===== src/rtl/cbct_pkg.sv =====
`timescale 1ns / 1ps
// Shared types, constants and the change-code function of the CAN byte change tracker.
// No dependencies; every other file of the block imports this package.
package cbct_pkg;

   localparam int PAYLOAD_BYTES_DEFAULT = 8;
   localparam int FIELD_BYTES           = 8;

   localparam int OP_W      = 2;
   localparam int DATA_W    = 64;
   localparam int DLEN_W    = 4;
   localparam int SEQ_W     = 32;
   localparam int TIME_W    = 48;
   localparam int QIDX_W    = 3;
   localparam int CODES_W   = 16;

   localparam logic [OP_W-1:0] OP_FRAME       = 2'd0;
   localparam logic [OP_W-1:0] OP_TICK        = 2'd1;
   localparam logic [OP_W-1:0] OP_NOTCH_ADD   = 2'd2;
   localparam logic [OP_W-1:0] OP_NOTCH_CLEAR = 2'd3;

   localparam logic [1:0] CODE_NONE = 2'd0;
   localparam logic [1:0] CODE_UP   = 2'd1;
   localparam logic [1:0] CODE_DOWN = 2'd2;

   typedef struct packed {
      logic [OP_W-1:0]   operation;
      logic [DATA_W-1:0] frame_data;
      logic [DLEN_W-1:0] data_len;
      logic [SEQ_W-1:0]  seq;
      logic [TIME_W-1:0] time_us;
      logic [QIDX_W-1:0] query_index;
   } cbct_item_type;

   function automatic logic [1:0] change_code(input logic [7:0] now_byte,
                                              input logic [7:0] last_byte,
                                              input logic [7:0] notch,
                                              input logic [7:0] last_marker);
      logic [7:0] a;
      logic [7:0] b;
      logic [1:0] code;
      a = now_byte & ~notch;
      b = last_byte & ~notch;
      if (last_marker == 8'h00) begin
         code = CODE_NONE;
      end else if (notch != 8'h00 && (a == 8'h00 || a == b)) begin
         code = CODE_NONE;
      end else if (a >= b) begin
         code = CODE_UP;
      end else begin
         code = CODE_DOWN;
      end
      return code;
   endfunction

endpackage


===== src/rtl/cbct_state.sv =====
`timescale 1ns / 1ps
// Tracker state registers and their next-state logic for all four operations.
// Depends on cbct_pkg; the next-state values feed cbct_report.
module cbct_state
   import cbct_pkg::*;
#(
   parameter int PayloadBytes = PAYLOAD_BYTES_DEFAULT,
   parameter int LenW         = $clog2(PayloadBytes + 1)
) (
   input  logic                           clock,
   input  logic                           reset,
   input  logic                           update,
   input  cbct_item_type                  item,
   input  logic                           mute_notched,
   output logic [PayloadBytes-1:0][7:0]   cur_bytes_in,
   output logic [PayloadBytes-1:0][7:0]   last_bytes_in,
   output logic [PayloadBytes-1:0][SEQ_W-1:0] stamps_in,
   output logic [PayloadBytes-1:0][7:0]   last_marker_in,
   output logic [PayloadBytes-1:0][7:0]   notch_in,
   output logic [LenW-1:0]                cur_len_in,
   output logic [TIME_W-1:0]              cur_time_in,
   output logic [TIME_W-1:0]              prev_time_in,
   output logic [SEQ_W-1:0]               cur_seq_in
);

   logic [PayloadBytes-1:0][7:0]       cur_bytes_ff;
   logic [PayloadBytes-1:0][7:0]       last_bytes_ff;
   logic [PayloadBytes-1:0][SEQ_W-1:0] stamps_ff;
   logic [PayloadBytes-1:0][7:0]       marker_ff;
   logic [PayloadBytes-1:0][7:0]       marker_in;
   logic [PayloadBytes-1:0][7:0]       last_marker_ff;
   logic [PayloadBytes-1:0][7:0]       notch_ff;
   logic [LenW-1:0]                    cur_len_ff;
   logic [TIME_W-1:0]                  cur_time_ff;
   logic [TIME_W-1:0]                  prev_time_ff;
   logic [SEQ_W-1:0]                   cur_seq_ff;
   logic                               seen_first_ff;
   logic                               seen_first_in;

   logic [PayloadBytes-1:0][7:0]       fresh;
   logic [LenW-1:0]                    frame_len;

   for (genvar g = 0; g < PayloadBytes; g++) begin : g_fresh
      if (g < FIELD_BYTES) begin : g_field
         assign fresh[g] = item.frame_data[8*g +: 8];
      end else begin : g_zero
         assign fresh[g] = 8'h00;
      end
   end

   always_comb begin
      if (int'(item.data_len) > PayloadBytes) begin
         frame_len = LenW'(PayloadBytes);
      end else begin
         frame_len = LenW'(item.data_len);
      end
   end

   always_comb begin
      cur_bytes_in   = cur_bytes_ff;
      last_bytes_in  = last_bytes_ff;
      stamps_in      = stamps_ff;
      marker_in      = marker_ff;
      last_marker_in = last_marker_ff;
      notch_in       = notch_ff;
      cur_len_in     = cur_len_ff;
      cur_time_in    = cur_time_ff;
      prev_time_in   = prev_time_ff;
      cur_seq_in     = cur_seq_ff;
      seen_first_in  = seen_first_ff;
      case (item.operation)
         OP_FRAME: begin
            cur_len_in    = frame_len;
            cur_time_in   = item.time_us;
            cur_seq_in    = item.seq;
            seen_first_in = 1'b1;
            if (!seen_first_ff) begin
               for (int i = 0; i < PayloadBytes; i++) begin
                  if (i < int'(frame_len)) begin
                     cur_bytes_in[i] = fresh[i];
                     stamps_in[i]    = item.seq;
                  end
               end
               last_bytes_in  = cur_bytes_in;
               marker_in      = '0;
               last_marker_in = '0;
               notch_in       = '0;
               prev_time_in   = item.time_us;
            end else begin
               last_bytes_in = cur_bytes_ff;
               prev_time_in  = cur_time_ff;
               for (int i = 0; i < PayloadBytes; i++) begin
                  if (i < int'(frame_len) &&
                      ((fresh[i] ^ cur_bytes_ff[i]) &
                       (mute_notched ? ~notch_ff[i] : 8'hFF)) != 8'h00) begin
                     cur_bytes_in[i] = fresh[i];
                     stamps_in[i]    = item.seq;
                  end
                  marker_in[i] = marker_ff[i] | (cur_bytes_ff[i] ^ cur_bytes_in[i]);
               end
            end
         end
         OP_TICK: begin
            last_marker_in = marker_ff;
            marker_in      = '0;
         end
         OP_NOTCH_ADD: begin
            notch_in = notch_ff | last_marker_ff;
         end
         OP_NOTCH_CLEAR: begin
            notch_in = '0;
         end
         default: begin
         end
      endcase
   end

   always_ff @(posedge clock) begin
      if (reset) begin
         cur_bytes_ff   <= '0;
         last_bytes_ff  <= '0;
         stamps_ff      <= '0;
         marker_ff      <= '0;
         last_marker_ff <= '0;
         notch_ff       <= '0;
         cur_len_ff     <= '0;
         cur_time_ff    <= '0;
         prev_time_ff   <= '0;
         cur_seq_ff     <= '0;
         seen_first_ff  <= 1'b0;
      end else if (update) begin
         cur_bytes_ff   <= cur_bytes_in;
         last_bytes_ff  <= last_bytes_in;
         stamps_ff      <= stamps_in;
         marker_ff      <= marker_in;
         last_marker_ff <= last_marker_in;
         notch_ff       <= notch_in;
         cur_len_ff     <= cur_len_in;
         cur_time_ff    <= cur_time_in;
         prev_time_ff   <= prev_time_in;
         cur_seq_ff     <= cur_seq_in;
         seen_first_ff  <= seen_first_in;
      end
   end

endmodule


===== src/rtl/cbct_report.sv =====
`timescale 1ns / 1ps
// Result formatting: payload, change codes, notch masks, time delta, sequence interval.
// Depends on cbct_pkg; reads the next-state values from cbct_state.
module cbct_report
   import cbct_pkg::*;
#(
   parameter int PayloadBytes = PAYLOAD_BYTES_DEFAULT,
   parameter int LenW         = $clog2(PayloadBytes + 1)
) (
   input  logic [PayloadBytes-1:0][7:0]       cur_bytes,
   input  logic [PayloadBytes-1:0][7:0]       last_bytes,
   input  logic [PayloadBytes-1:0][SEQ_W-1:0] stamps,
   input  logic [PayloadBytes-1:0][7:0]       last_marker,
   input  logic [PayloadBytes-1:0][7:0]       notch,
   input  logic [LenW-1:0]                    cur_len,
   input  logic [TIME_W-1:0]                  cur_time,
   input  logic [TIME_W-1:0]                  prev_time,
   input  logic [SEQ_W-1:0]                   cur_seq,
   input  logic [QIDX_W-1:0]                  query_index,
   output logic [DATA_W-1:0]                  payload,
   output logic [DLEN_W-1:0]                  payload_len,
   output logic [CODES_W-1:0]                 change_codes,
   output logic [DATA_W-1:0]                  notch_masks,
   output logic [TIME_W-1:0]                  delta_us,
   output logic [SEQ_W-1:0]                   seq_interval
);

   localparam int OutBytes = (PayloadBytes < FIELD_BYTES) ? PayloadBytes : FIELD_BYTES;

   logic [SEQ_W-1:0] stamp;

   always_comb begin
      payload      = '0;
      notch_masks  = '0;
      change_codes = '0;
      stamp        = '0;
      for (int i = 0; i < OutBytes; i++) begin
         notch_masks[8*i +: 8] = notch[i];
         if (i < int'(cur_len)) begin
            payload[8*i +: 8]      = cur_bytes[i];
            change_codes[2*i +: 2] = change_code(cur_bytes[i], last_bytes[i],
                                                 notch[i], last_marker[i]);
            if (i == int'(query_index)) begin
               stamp = stamps[i];
            end
         end
      end
   end

   assign payload_len  = DLEN_W'(cur_len);
   assign delta_us     = cur_time - prev_time;
   assign seq_interval = cur_seq - stamp;

endmodule


===== src/rtl/can_byte_change_tracker_core.sv =====
`timescale 1ns / 1ps
// Top level of the CAN byte change tracker: input register, state update, result register.
// Depends on cbct_pkg, cbct_state and cbct_report.
//
// Usage:
//   Request channel (req_*): one transaction per operation - frame, marker tick,
//   notch add or notch clear. Frame fields matter only for a frame.
//   Response channel (rsp_*): exactly one transaction per request, in order,
//   describing the tracker state after that operation.
//   csr_wr_en / csr_wr_data set the mute-notched bit; write it only while idle.
//   Timing: a taken request is held in the input register; its result is computed
//   from it and captured in the result register as it advances, raising rsp_valid.
//   Throughput: one transaction per cycle unless rsp_stall holds a full result
//   register; state and result logic are combinational between the two registers.
//   Stall: while rsp_stall holds a full result register, the input register
//   holds its transaction and req_stall rises once it is occupied.
//   Reset: synchronous; clears the tracked state, the mute bit and both
//   pipeline valid flags. The first frame after reset initializes the payload.
module can_byte_change_tracker_core
   import cbct_pkg::*;
#(
   parameter int PayloadBytes = PAYLOAD_BYTES_DEFAULT
) (
   input  logic               clock,
   input  logic               reset,
   input  logic               req_valid,
   output logic               req_stall,
   input  logic [OP_W-1:0]    req_operation,
   input  logic [DATA_W-1:0]  req_frame_data,
   input  logic [DLEN_W-1:0]  req_data_len,
   input  logic [SEQ_W-1:0]   req_seq,
   input  logic [TIME_W-1:0]  req_time_us,
   input  logic [QIDX_W-1:0]  req_query_index,
   output logic               rsp_valid,
   input  logic               rsp_stall,
   output logic [DATA_W-1:0]  rsp_payload,
   output logic [DLEN_W-1:0]  rsp_payload_len,
   output logic [CODES_W-1:0] rsp_change_codes,
   output logic [DATA_W-1:0]  rsp_notch_masks,
   output logic [TIME_W-1:0]  rsp_delta_us,
   output logic [SEQ_W-1:0]   rsp_seq_interval,
   input  logic               csr_wr_en,
   input  logic               csr_wr_data
);

   localparam int LenW = $clog2(PayloadBytes + 1);

   cbct_item_type item_ff;
   logic          item_valid_ff;
   logic          item_valid_in;
   logic          rsp_valid_ff;
   logic          rsp_valid_in;
   logic          mute_ff;
   logic          accept;
   logic          advance;

   logic [PayloadBytes-1:0][7:0]       cur_bytes_in;
   logic [PayloadBytes-1:0][7:0]       last_bytes_in;
   logic [PayloadBytes-1:0][SEQ_W-1:0] stamps_in;
   logic [PayloadBytes-1:0][7:0]       last_marker_in;
   logic [PayloadBytes-1:0][7:0]       notch_in;
   logic [LenW-1:0]                    cur_len_in;
   logic [TIME_W-1:0]                  cur_time_in;
   logic [TIME_W-1:0]                  prev_time_in;
   logic [SEQ_W-1:0]                   cur_seq_in;

   logic [DATA_W-1:0]  payload_in;
   logic [DLEN_W-1:0]  payload_len_in;
   logic [CODES_W-1:0] change_codes_in;
   logic [DATA_W-1:0]  notch_masks_in;
   logic [TIME_W-1:0]  delta_us_in;
   logic [SEQ_W-1:0]   seq_interval_in;

   logic [DATA_W-1:0]  payload_ff;
   logic [DLEN_W-1:0]  payload_len_ff;
   logic [CODES_W-1:0] change_codes_ff;
   logic [DATA_W-1:0]  notch_masks_ff;
   logic [TIME_W-1:0]  delta_us_ff;
   logic [SEQ_W-1:0]   seq_interval_ff;

   assign advance       = item_valid_ff && (!rsp_valid_ff || !rsp_stall);
   assign req_stall     = item_valid_ff && !advance;
   assign accept        = req_valid && !req_stall;
   assign item_valid_in = accept || (item_valid_ff && !advance);
   assign rsp_valid_in  = advance || (rsp_valid_ff && rsp_stall);

   always_ff @(posedge clock) begin
      if (reset) begin
         item_valid_ff <= 1'b0;
         rsp_valid_ff  <= 1'b0;
         mute_ff       <= 1'b0;
      end else begin
         item_valid_ff <= item_valid_in;
         rsp_valid_ff  <= rsp_valid_in;
         if (csr_wr_en) begin
            mute_ff <= csr_wr_data;
         end
      end
   end

   always_ff @(posedge clock) begin
      if (accept) begin
         item_ff.operation   <= req_operation;
         item_ff.frame_data  <= req_frame_data;
         item_ff.data_len    <= req_data_len;
         item_ff.seq         <= req_seq;
         item_ff.time_us     <= req_time_us;
         item_ff.query_index <= req_query_index;
      end
   end

   cbct_state #(
      .PayloadBytes (PayloadBytes),
      .LenW         (LenW)
   ) u_state (
      .clock          (clock),
      .reset          (reset),
      .update         (advance),
      .item           (item_ff),
      .mute_notched   (mute_ff),
      .cur_bytes_in   (cur_bytes_in),
      .last_bytes_in  (last_bytes_in),
      .stamps_in      (stamps_in),
      .last_marker_in (last_marker_in),
      .notch_in       (notch_in),
      .cur_len_in     (cur_len_in),
      .cur_time_in    (cur_time_in),
      .prev_time_in   (prev_time_in),
      .cur_seq_in     (cur_seq_in)
   );

   cbct_report #(
      .PayloadBytes (PayloadBytes),
      .LenW         (LenW)
   ) u_report (
      .cur_bytes    (cur_bytes_in),
      .last_bytes   (last_bytes_in),
      .stamps       (stamps_in),
      .last_marker  (last_marker_in),
      .notch        (notch_in),
      .cur_len      (cur_len_in),
      .cur_time     (cur_time_in),
      .prev_time    (prev_time_in),
      .cur_seq      (cur_seq_in),
      .query_index  (item_ff.query_index),
      .payload      (payload_in),
      .payload_len  (payload_len_in),
      .change_codes (change_codes_in),
      .notch_masks  (notch_masks_in),
      .delta_us     (delta_us_in),
      .seq_interval (seq_interval_in)
   );

   always_ff @(posedge clock) begin
      if (advance) begin
         payload_ff      <= payload_in;
         payload_len_ff  <= payload_len_in;
         change_codes_ff <= change_codes_in;
         notch_masks_ff  <= notch_masks_in;
         delta_us_ff     <= delta_us_in;
         seq_interval_ff <= seq_interval_in;
      end
   end

   assign rsp_valid        = rsp_valid_ff;
   assign rsp_payload      = payload_ff;
   assign rsp_payload_len  = payload_len_ff;
   assign rsp_change_codes = change_codes_ff;
   assign rsp_notch_masks  = notch_masks_ff;
   assign rsp_delta_us     = delta_us_ff;
   assign rsp_seq_interval = seq_interval_ff;

   a_hold_when_blocked: assert property (@(posedge clock) disable iff (reset)
      item_valid_ff && rsp_valid_ff && rsp_stall |=> item_valid_ff)
      else $error("input register dropped a blocked transaction");

   a_advance_gives_result: assert property (@(posedge clock) disable iff (reset)
      advance |=> rsp_valid_ff)
      else $error("advanced transaction produced no result");

   a_stall_only_when_full: assert property (@(posedge clock) disable iff (reset)
      req_stall |-> item_valid_ff && rsp_valid_ff)
      else $error("request stalled with room in the pipeline");

   a_codes_legal: assert property (@(posedge clock) disable iff (reset)
      rsp_valid_ff |-> ((rsp_change_codes & (rsp_change_codes >> 1)) & 16'h5555) == 16'h0000)
      else $error("illegal change code");

endmodule

===== config.mk =====
export PLATFORM = sky130hd
export DESIGN_NAME = can_byte_change_tracker_core
export DESIGN_NICKNAME = d
export VERILOG_FILES = /design/src/rtl/cbct_pkg.sv /design/src/rtl/cbct_state.sv /design/src/rtl/cbct_report.sv /design/src/rtl/can_byte_change_tracker_core.sv
export SDC_FILE = /design/constraint.sdc
export NUM_CORES = 2
export LEC_CHECK = 0
export BUFFER_PORTS_ARGS = -buffer_cell sky130_fd_sc_hd__buf_2
export CORE_ASPECT_RATIO = 0.8
export CORE_MARGIN = 5
export CORE_UTILIZATION = 55
export DETAILED_ROUTE_END_ITERATION = 12
export GPL_ROUTABILITY_DRIVEN = 1
export PLACE_DENSITY_LB_ADDON = 0.05
export RECOVER_POWER = 25
export SLEW_MARGIN = 20
export SYNTH_ARGS = -nofsm -noshare
export SYNTH_HDL_FRONTEND = slang
export SYNTH_SLANG_ARGS = --single-unit
export TNS_END_PERCENT = 10

===== constraint.sdc =====
create_clock -name clock -period 8.6 [get_ports clock]
set_input_delay 1.29 -clock clock [delete_from_list [all_inputs] [get_ports clock]]
set_output_delay 1.29 -clock clock [all_outputs]
set_load 0.01 [all_outputs]

== Yosys cells after proc, flatten, opt, wreduce, memory -nomap -nowiden ==
Cells that the tools add are included.
Operators by class
  bitwise gates (word level): 73
  muxes and demuxes: 98
  add/sub/neg operators: 2
  magnitude comparators: 25
  reduce and logical (&&, ||, !) cells: 80
  eq/ne operators: 18
Operator list (count)
  32-bit 2-to-1 mux: 33
  256-bit 2-to-1 mux: 2
  64-bit 2-to-1 mux: 7
  8-bit 2-to-1 mux: 40
  64-bit one-hot mux with 2 select lines: 2
  8-bit AND: 24
  64-bit one-hot mux with 3 select lines: 1
  48-bit 2-to-1 mux: 3
  8-bit zero test: 16
  8-bit NOT: 16
  8-bit nonzero test: 16
  8-bit bitwise XOR: 16
  8-bit == test: 8
  8-bit greater-or-equal comparator: 8
  64-bit OR: 1
  8-bit OR: 8
  48-bit subtractor: 1
  3-bit by 4-bit < comparator with 1-bit output, first input constant: 8
  32-bit subtractor: 1
  3-bit OR reduction: 8
  1-bit logical AND: 20
  1-bit by 4-bit < comparator with 1-bit output, first input constant: 4
  2-bit by 4-bit < comparator with 1-bit output, first input constant: 4
  2-bit 2-to-1 mux: 8
  other kinds (14): 41
Storage, ports and cells
  bits in registers: 1093
  word-level logic and storage cells: 378

== Longest topological paths before layout ==
  depth in word-level cells: 25
  mapped depth: 27
  gate-level depth less buffers: 22

== Hierarchy ==
A second synthesis with hierarchy kept.
Unflattened totals
  cells, all modules: 6680
  area, all modules: 61875.6 µm²
Modules (own cells, without submodules)
  cbct_state: cells each 4987, area each 41041.9 µm², times used 1, seq. area each 14193.6 µm²
  can_byte_change_tracker_core: cells each 394, area each 11561.1 µm², times used 1, seq. area each 11501.0 µm²
  cbct_report: cells each 1299, area each 9272.6 µm², times used 1, seq. area each 0.0 µm²

== Least setup slack after synthesis ==
Ideal clock, no wire load.
  kind: input to register
  start point: in rsp_stall
  end point: reg, netlist name item_ff[0]
  setup slack: -315 ps
  stages: 2
  data required time: 7915 ps
  arrival: 8230 ps
  buffers on the path: 0
  cells stage by stage: and3_1 > nor2b_1
Between the ends
  word-level cells in the longest chain between the ends: 7
Ends and longest elaborated chain
  start, declared: RTL line can_byte_change_tracker_core.sv:35  | input logic rsp_stall,
  1-bit zero test: RTL line can_byte_change_tracker_core.sv:81  | assign advance = item_valid_ff && (!rsp_valid_ff || !rsp_stall);
  1-bit logical OR: RTL line can_byte_change_tracker_core.sv:81
  1-bit logical AND: RTL line can_byte_change_tracker_core.sv:81
  1-bit zero test: RTL line can_byte_change_tracker_core.sv:82  | assign req_stall = item_valid_ff && !advance;
  1-bit logical AND: RTL line can_byte_change_tracker_core.sv:82
  1-bit zero test: RTL line can_byte_change_tracker_core.sv:83  | assign accept = req_valid && !req_stall;
  1-bit logical AND: RTL line can_byte_change_tracker_core.sv:83
  named net accept: RTL line can_byte_change_tracker_core.sv:54  | logic accept;
The timed path passes the listed nets, and every way through them passes these cells.
A chain may end at the register's enable or synchronous reset.

== Worst setup path after layout ==
  start point: reg item_ff[151] (netlist bit)
  end point: reg seq_interval_ff[28], in the netlist rsp_seq_interval[28] (data pin)
Between the ends
  word-level cells in the longest chain between the ends: 19
  elaborated cells between the ends (all ways): 29
  those cells by class: 1 x add/sub; 8 x order compare; 19 x mux; 1 x reduce/logical
Ends and longest elaborated chain
  start, declared: RTL line can_byte_change_tracker_core.sv:48  | cbct_item_type item_ff;
  2-bit zero test *: RTL line cbct_state.sv:71  | case (item.operation)
  4-bit 2-to-1 mux *: RTL line cbct_state.sv:71
  named net cur_len_in[3]: RTL line can_byte_change_tracker_core.sv:62  | logic [LenW-1:0] cur_len_in;
  1-bit by 4-bit < comparator with 1-bit output: RTL line cbct_report.sv:39  | if (i < int'(cur_len)) begin
  32-bit 2-to-1 mux: RTL line cbct_report.sv:39
  32-bit 2-to-1 mux: RTL line cbct_report.sv:43  | if (i == int'(query_index)) begin
  32-bit 2-to-1 mux: RTL line cbct_report.sv:39
  32-bit 2-to-1 mux: RTL line cbct_report.sv:43
  (+5 left out)
  32-bit 2-to-1 mux: RTL line cbct_report.sv:43
  32-bit 2-to-1 mux: RTL line cbct_report.sv:39
  32-bit 2-to-1 mux: RTL line cbct_report.sv:43
  32-bit 2-to-1 mux: RTL line cbct_report.sv:39
  32-bit 2-to-1 mux: RTL line cbct_report.sv:43
  32-bit 2-to-1 mux *: RTL line cbct_report.sv:39
  32-bit subtractor *: RTL line cbct_report.sv:52  | assign seq_interval = cur_seq - stamp;
  named net seq_interval_in[28]: RTL line can_byte_change_tracker_core.sv:72  | logic [SEQ_W-1:0] seq_interval_in;
  end signal, assigned: RTL line can_byte_change_tracker_core.sv:161  | seq_interval_ff <= seq_interval_in;
  end, declared: RTL line can_byte_change_tracker_core.sv:79  | logic [SEQ_W-1:0] seq_interval_ff;
The timed path passes the listed nets; every way through them passes the cells marked *.

==> impl_metrics.csv <==
group,metric,value,unit
logic_synthesis,ys_seq_area_frac,0.4677,
route,drtPass1Iterations,6,
sta,finalCriticalPeriod,7.390,ns
floorplan,fp.dieW,363.4,um
logic_synthesis,avgSynthCellArea,8.754,um2
logic_synthesis,postSynthCellCount,6276,
cts,htreeDepth,3,
logic_synthesis,synthMuxAreaShare,0.06898,
global_routing,grt-ovfl-total,0,
sta,rsz0062_at_grt,"no",
logic_synthesis,synth.top_cell.area_share,0.2594,
critical_path,worst-setup-path-type,"register to register",
global_routing,grt_use_total,0.3155,
place,dp_hpwl,112700,um
logic_synthesis,synth_fa_ha_area_frac,0.03307,
sta,tightestPinTransition,4.013,ns
hold_path,hold_start,"u_state.stamps_ff[227]",
cells_and_area,regArea,25700,um2
critical_path,cp.arrival,7.85,ns
cts,cts_setup_buffers,0,
logic_synthesis,synth-compound-area-share,0.1990,
sta,hold_viol,0,
cells_and_area,area_delta_synth_final,11.03,%
logic_synthesis,synth_cell_types,77,
run_status,status,"finished with violations",
route,drc,0,
cts,holdBufCountCts,0,
sta,fmax,0.1353,GHz
sta,finalCritPeriodShare,0.8593,
critical_path,crit_required,9.06,ns
sta,whs,0.4537,ns
cells_and_area,nets,6655,
logic_synthesis,synth_edf_count,381,
power,powerDensity,211.5,nW/um2
cts,cts.clk_slew.worst_paths,0.07,ns
cts,worstSkewPairLatency,0.72,ns
cts,cts_tree,"built",
critical_path,worstPathMaxFanout,34,
run_status,failed_checks,"max-capacitance violations, max-slew violations",
logic_synthesis,ys_dominant_reg_cell,"dfxtp_1",
global_routing,globalRoute.busiestLayer,"met1",
cells_and_area,fill_cells,8594,
critical_path,crit_start,"item_ff[151]",
sta,setup_ws,1.210,ns
critical_path,end_kind,"register",
logic_synthesis,ys_warn_count,0,
critical_path,r2r_start,"item_ff[151]",
sta,drv_slew,322,
logic_synthesis,async_flop_share,0,
cts,cts_buffer_depth,3,
hold_path,hp-class,"register to register",
logic_synthesis,synthTopCellsByArea,"dfxtp_1 26%, edfxtp_1 21%, nand2_1 7.0%",
run,max_cap_violations,4,
global_routing,antenna_found_initial,3,
cts,cts-buffers-inserted,109,
logic_synthesis,synth_xor_area_frac,0.02184,
floorplan,rows,103,
place,pre_cts_slack,1.677,ns
place,port_buffers,388,
global_routing,use_met2,0.4667,
cells_and_area,multi_input_area,27240,um2
route,antenna_left,0,
cts,root_buffer,"clkbuf_16",
critical_path,crit_chain,"nor2_1 -> mux2i_1 -> inv_1 -> nand4_1 -> buf_4 -> nand3_1 -> a221oi_1 -> a31oi_1 -> fa_1 -> a211oi_1 -> o21ai_0 -> a21bo_2 -> nand4_1 -> o31ai_1 -> o31ai_1 -> a21oi_1 -> a2111oi_0 -> nor3_1 -> xor2_1",
sta,setup_tns,0,ns
logic_synthesis,yosysTopAreaCell,"dfxtp_1",
global_routing,grtUsageMet3,0.05616,
floorplan,num_io_pins,389,
route,finalWirelength,174800,um
floorplan,core,98970,um2
sta,finClkSkew,0.02038,ns
global_routing,grt_pass1_wl,266700,um
cells_and_area,drive_gt1_frac,0.07691,
floorplan,start_util,0.5551,
critical_path,cp_top_family,"compound AO/OA/AOI/OAI gates",
sta,relSlewSlack,-1.675,
global_routing,grt_max_degree,177,
logic_synthesis,synth_fp_nets,6579,
logic_synthesis,synth_seq_cells,1093,
cells_and_area,post-route-util,0.6164,
logic_synthesis,yosys.area_share.simple,0.1697,
floorplan,die_h,292.7,um
critical_path,max_stage_delay,1.04,ns
global_routing,met1_usage,0.4715,
global_routing,grt_pass1_vias,43980,
cts,cts-resized-gates,0,
critical_path,cp-start-kind,"register",
place,place_congestion,0.9278,
floorplan,dieArea,106400,um2
power,power,12.90,mW
route,vias,48330,
logic_synthesis,synth_top_family_by_area,"compound AO/OA/AOI/OAI gates",
route,vias_per_cell,6.224,
critical_path,cp_num_buf_inv,2,
sta,setup_viol,0,
critical_path,crit_slowest_cell,"mux2i_1",
cts,cts_num_sinks,1093,
route,drt_iter0_drc,5736,
route,wl_per_cell,22.51,um
power,cellLeakagePower,23.26,nW
logic_synthesis,netlist_area,54940,um2
power,ir_worst_vdd,170.1,uV
## worst register-to-register path, stage by stage, from the launching register on
cell and delay [ns]:
edfxtp_1 0.49, nor2_1 0.36, mux2i_1 1.04, inv_1 0.30, nand4_1 0.19, buf_4 0.39
nand3_1 0.76, a221oi_1 0.50, a31oi_1 0.19, fa_1 0.44, a211oi_1 0.29, o21ai_0 0.26
a21bo_2 0.28, nand4_1 0.18, o31ai_1 0.14, o31ai_1 0.39, a21oi_1 0.18, a2111oi_0 0.47
nor3_1 0.13, xor2_1 0.16
## registers in the layout, indices dropped and copies added, names as in the netlist, 16 cells and up
| register | count |
|---|---|
| u_state.prev_time_ff | 48 |
| rsp_seq_interval | 32 |
| item_ff | 153 |
| rsp_delta_us | 48 |
| u_state.last_marker_ff | 64 |
| rsp_change_codes | 16 |
| u_state.notch_ff | 64 |
| u_state.marker_ff | 64 |
| u_state.cur_bytes_ff | 64 |
| u_state.last_bytes_ff | 64 |
| u_state.cur_seq_ff | 32 |
| rsp_notch_masks | 64 |
| rsp_payload | 64 |
| u_state.cur_time_ff | 48 |
| u_state.stamps_ff | 256 |
## layout by cell type (no fill, tap or decap), drive strengths merged, types with 35 or more instances in the layout
master     n
o21ai    137
a211oi   130
edfxtp   381
clkbuf   363
a211o     98
nor2     899
a21oi    720
ha       142
nand2   1031
nor3     110
a21o      71
xor2      53
inv       39
o22ai    101
a31oi     35
a311oi    60
nor4      51
nand3     36
clkinv    44
a22oi     93
mux2i    373
dfxtp    712
xnor2     84
buf      249
o22a      61
## cell families (layout without fill, tap and decap cells)
family,Yosys count,count (layout)
flops,1093,1093
fa+ha+maj,144,144
compound gates,1693,1693
xor+xnor,137,137
simple gates,2279,2279
other cells,0,3
mux,378,378
buf+inv,552,725
## stage by stage
stage | area, um2 | std cells
floorplan | 54940 | 6276
global placement | 57450 | 7553
detailed placement | 57450 | 7553
CTS | 61320 | 7761
global route | 61000 | 7763
finish | 61000 | 7764
## per-layer routing
layer	part of all wire	routed length, um
met1	0.45	78530
met2	0.43	74430
met3	0.092	16080
met4	0.033	5770
met5	0	0
## path summary, 6_finish.rpt
kind	end	slack, ns	depth (start not counted)
setup / recovery	rsp_seq_interval[28]	1.21	19
setup reg to reg	rsp_seq_interval[28]	1.21	19
hold / removal	u_state.stamps_ff[227]	0.45	2
hold reg to reg	u_state.stamps_ff[227]	0.45	2
## layout make-up
class / count / share of cell area
inverter: 34 / 0.002215
tap: 1312 / 0.02691
timing repair buffer: 483 / 0.03956
multi-input combinational: 4631 / 0.4465
sequential: 1093 / 0.4213
antenna: 3 / 0.0001231
clock buffer: 129 / 0.04730
clock inverter: 79 / 0.01606
## where the power goes
group	switching, mW	internal (mW)	total, mW
Clock	2.15	3.01	5.17
Sequential	0.171	5.61	5.78
Combinational	1.24	0.717	1.96
## cells in the mapped netlist, types with 36 or more instances
library cell and number:
mux2i_1 373, o21ai_0 130, a311oi_1 60, a211o_1 98, o22a_1 61, nor2_1 899
nor4_1 51, xnor2_1 84, edfxtp_1 381, nand2_1 1031, nand3_1 36, xor2_1 53
clkbuf_1 438, nor3_1 110, a21oi_1 719, a22oi_1 93, a21o_1 71, o22ai_1 101
dfxtp_1 712, a211oi_1 130, ha_1 142
(Power assumes the default switching activity.)
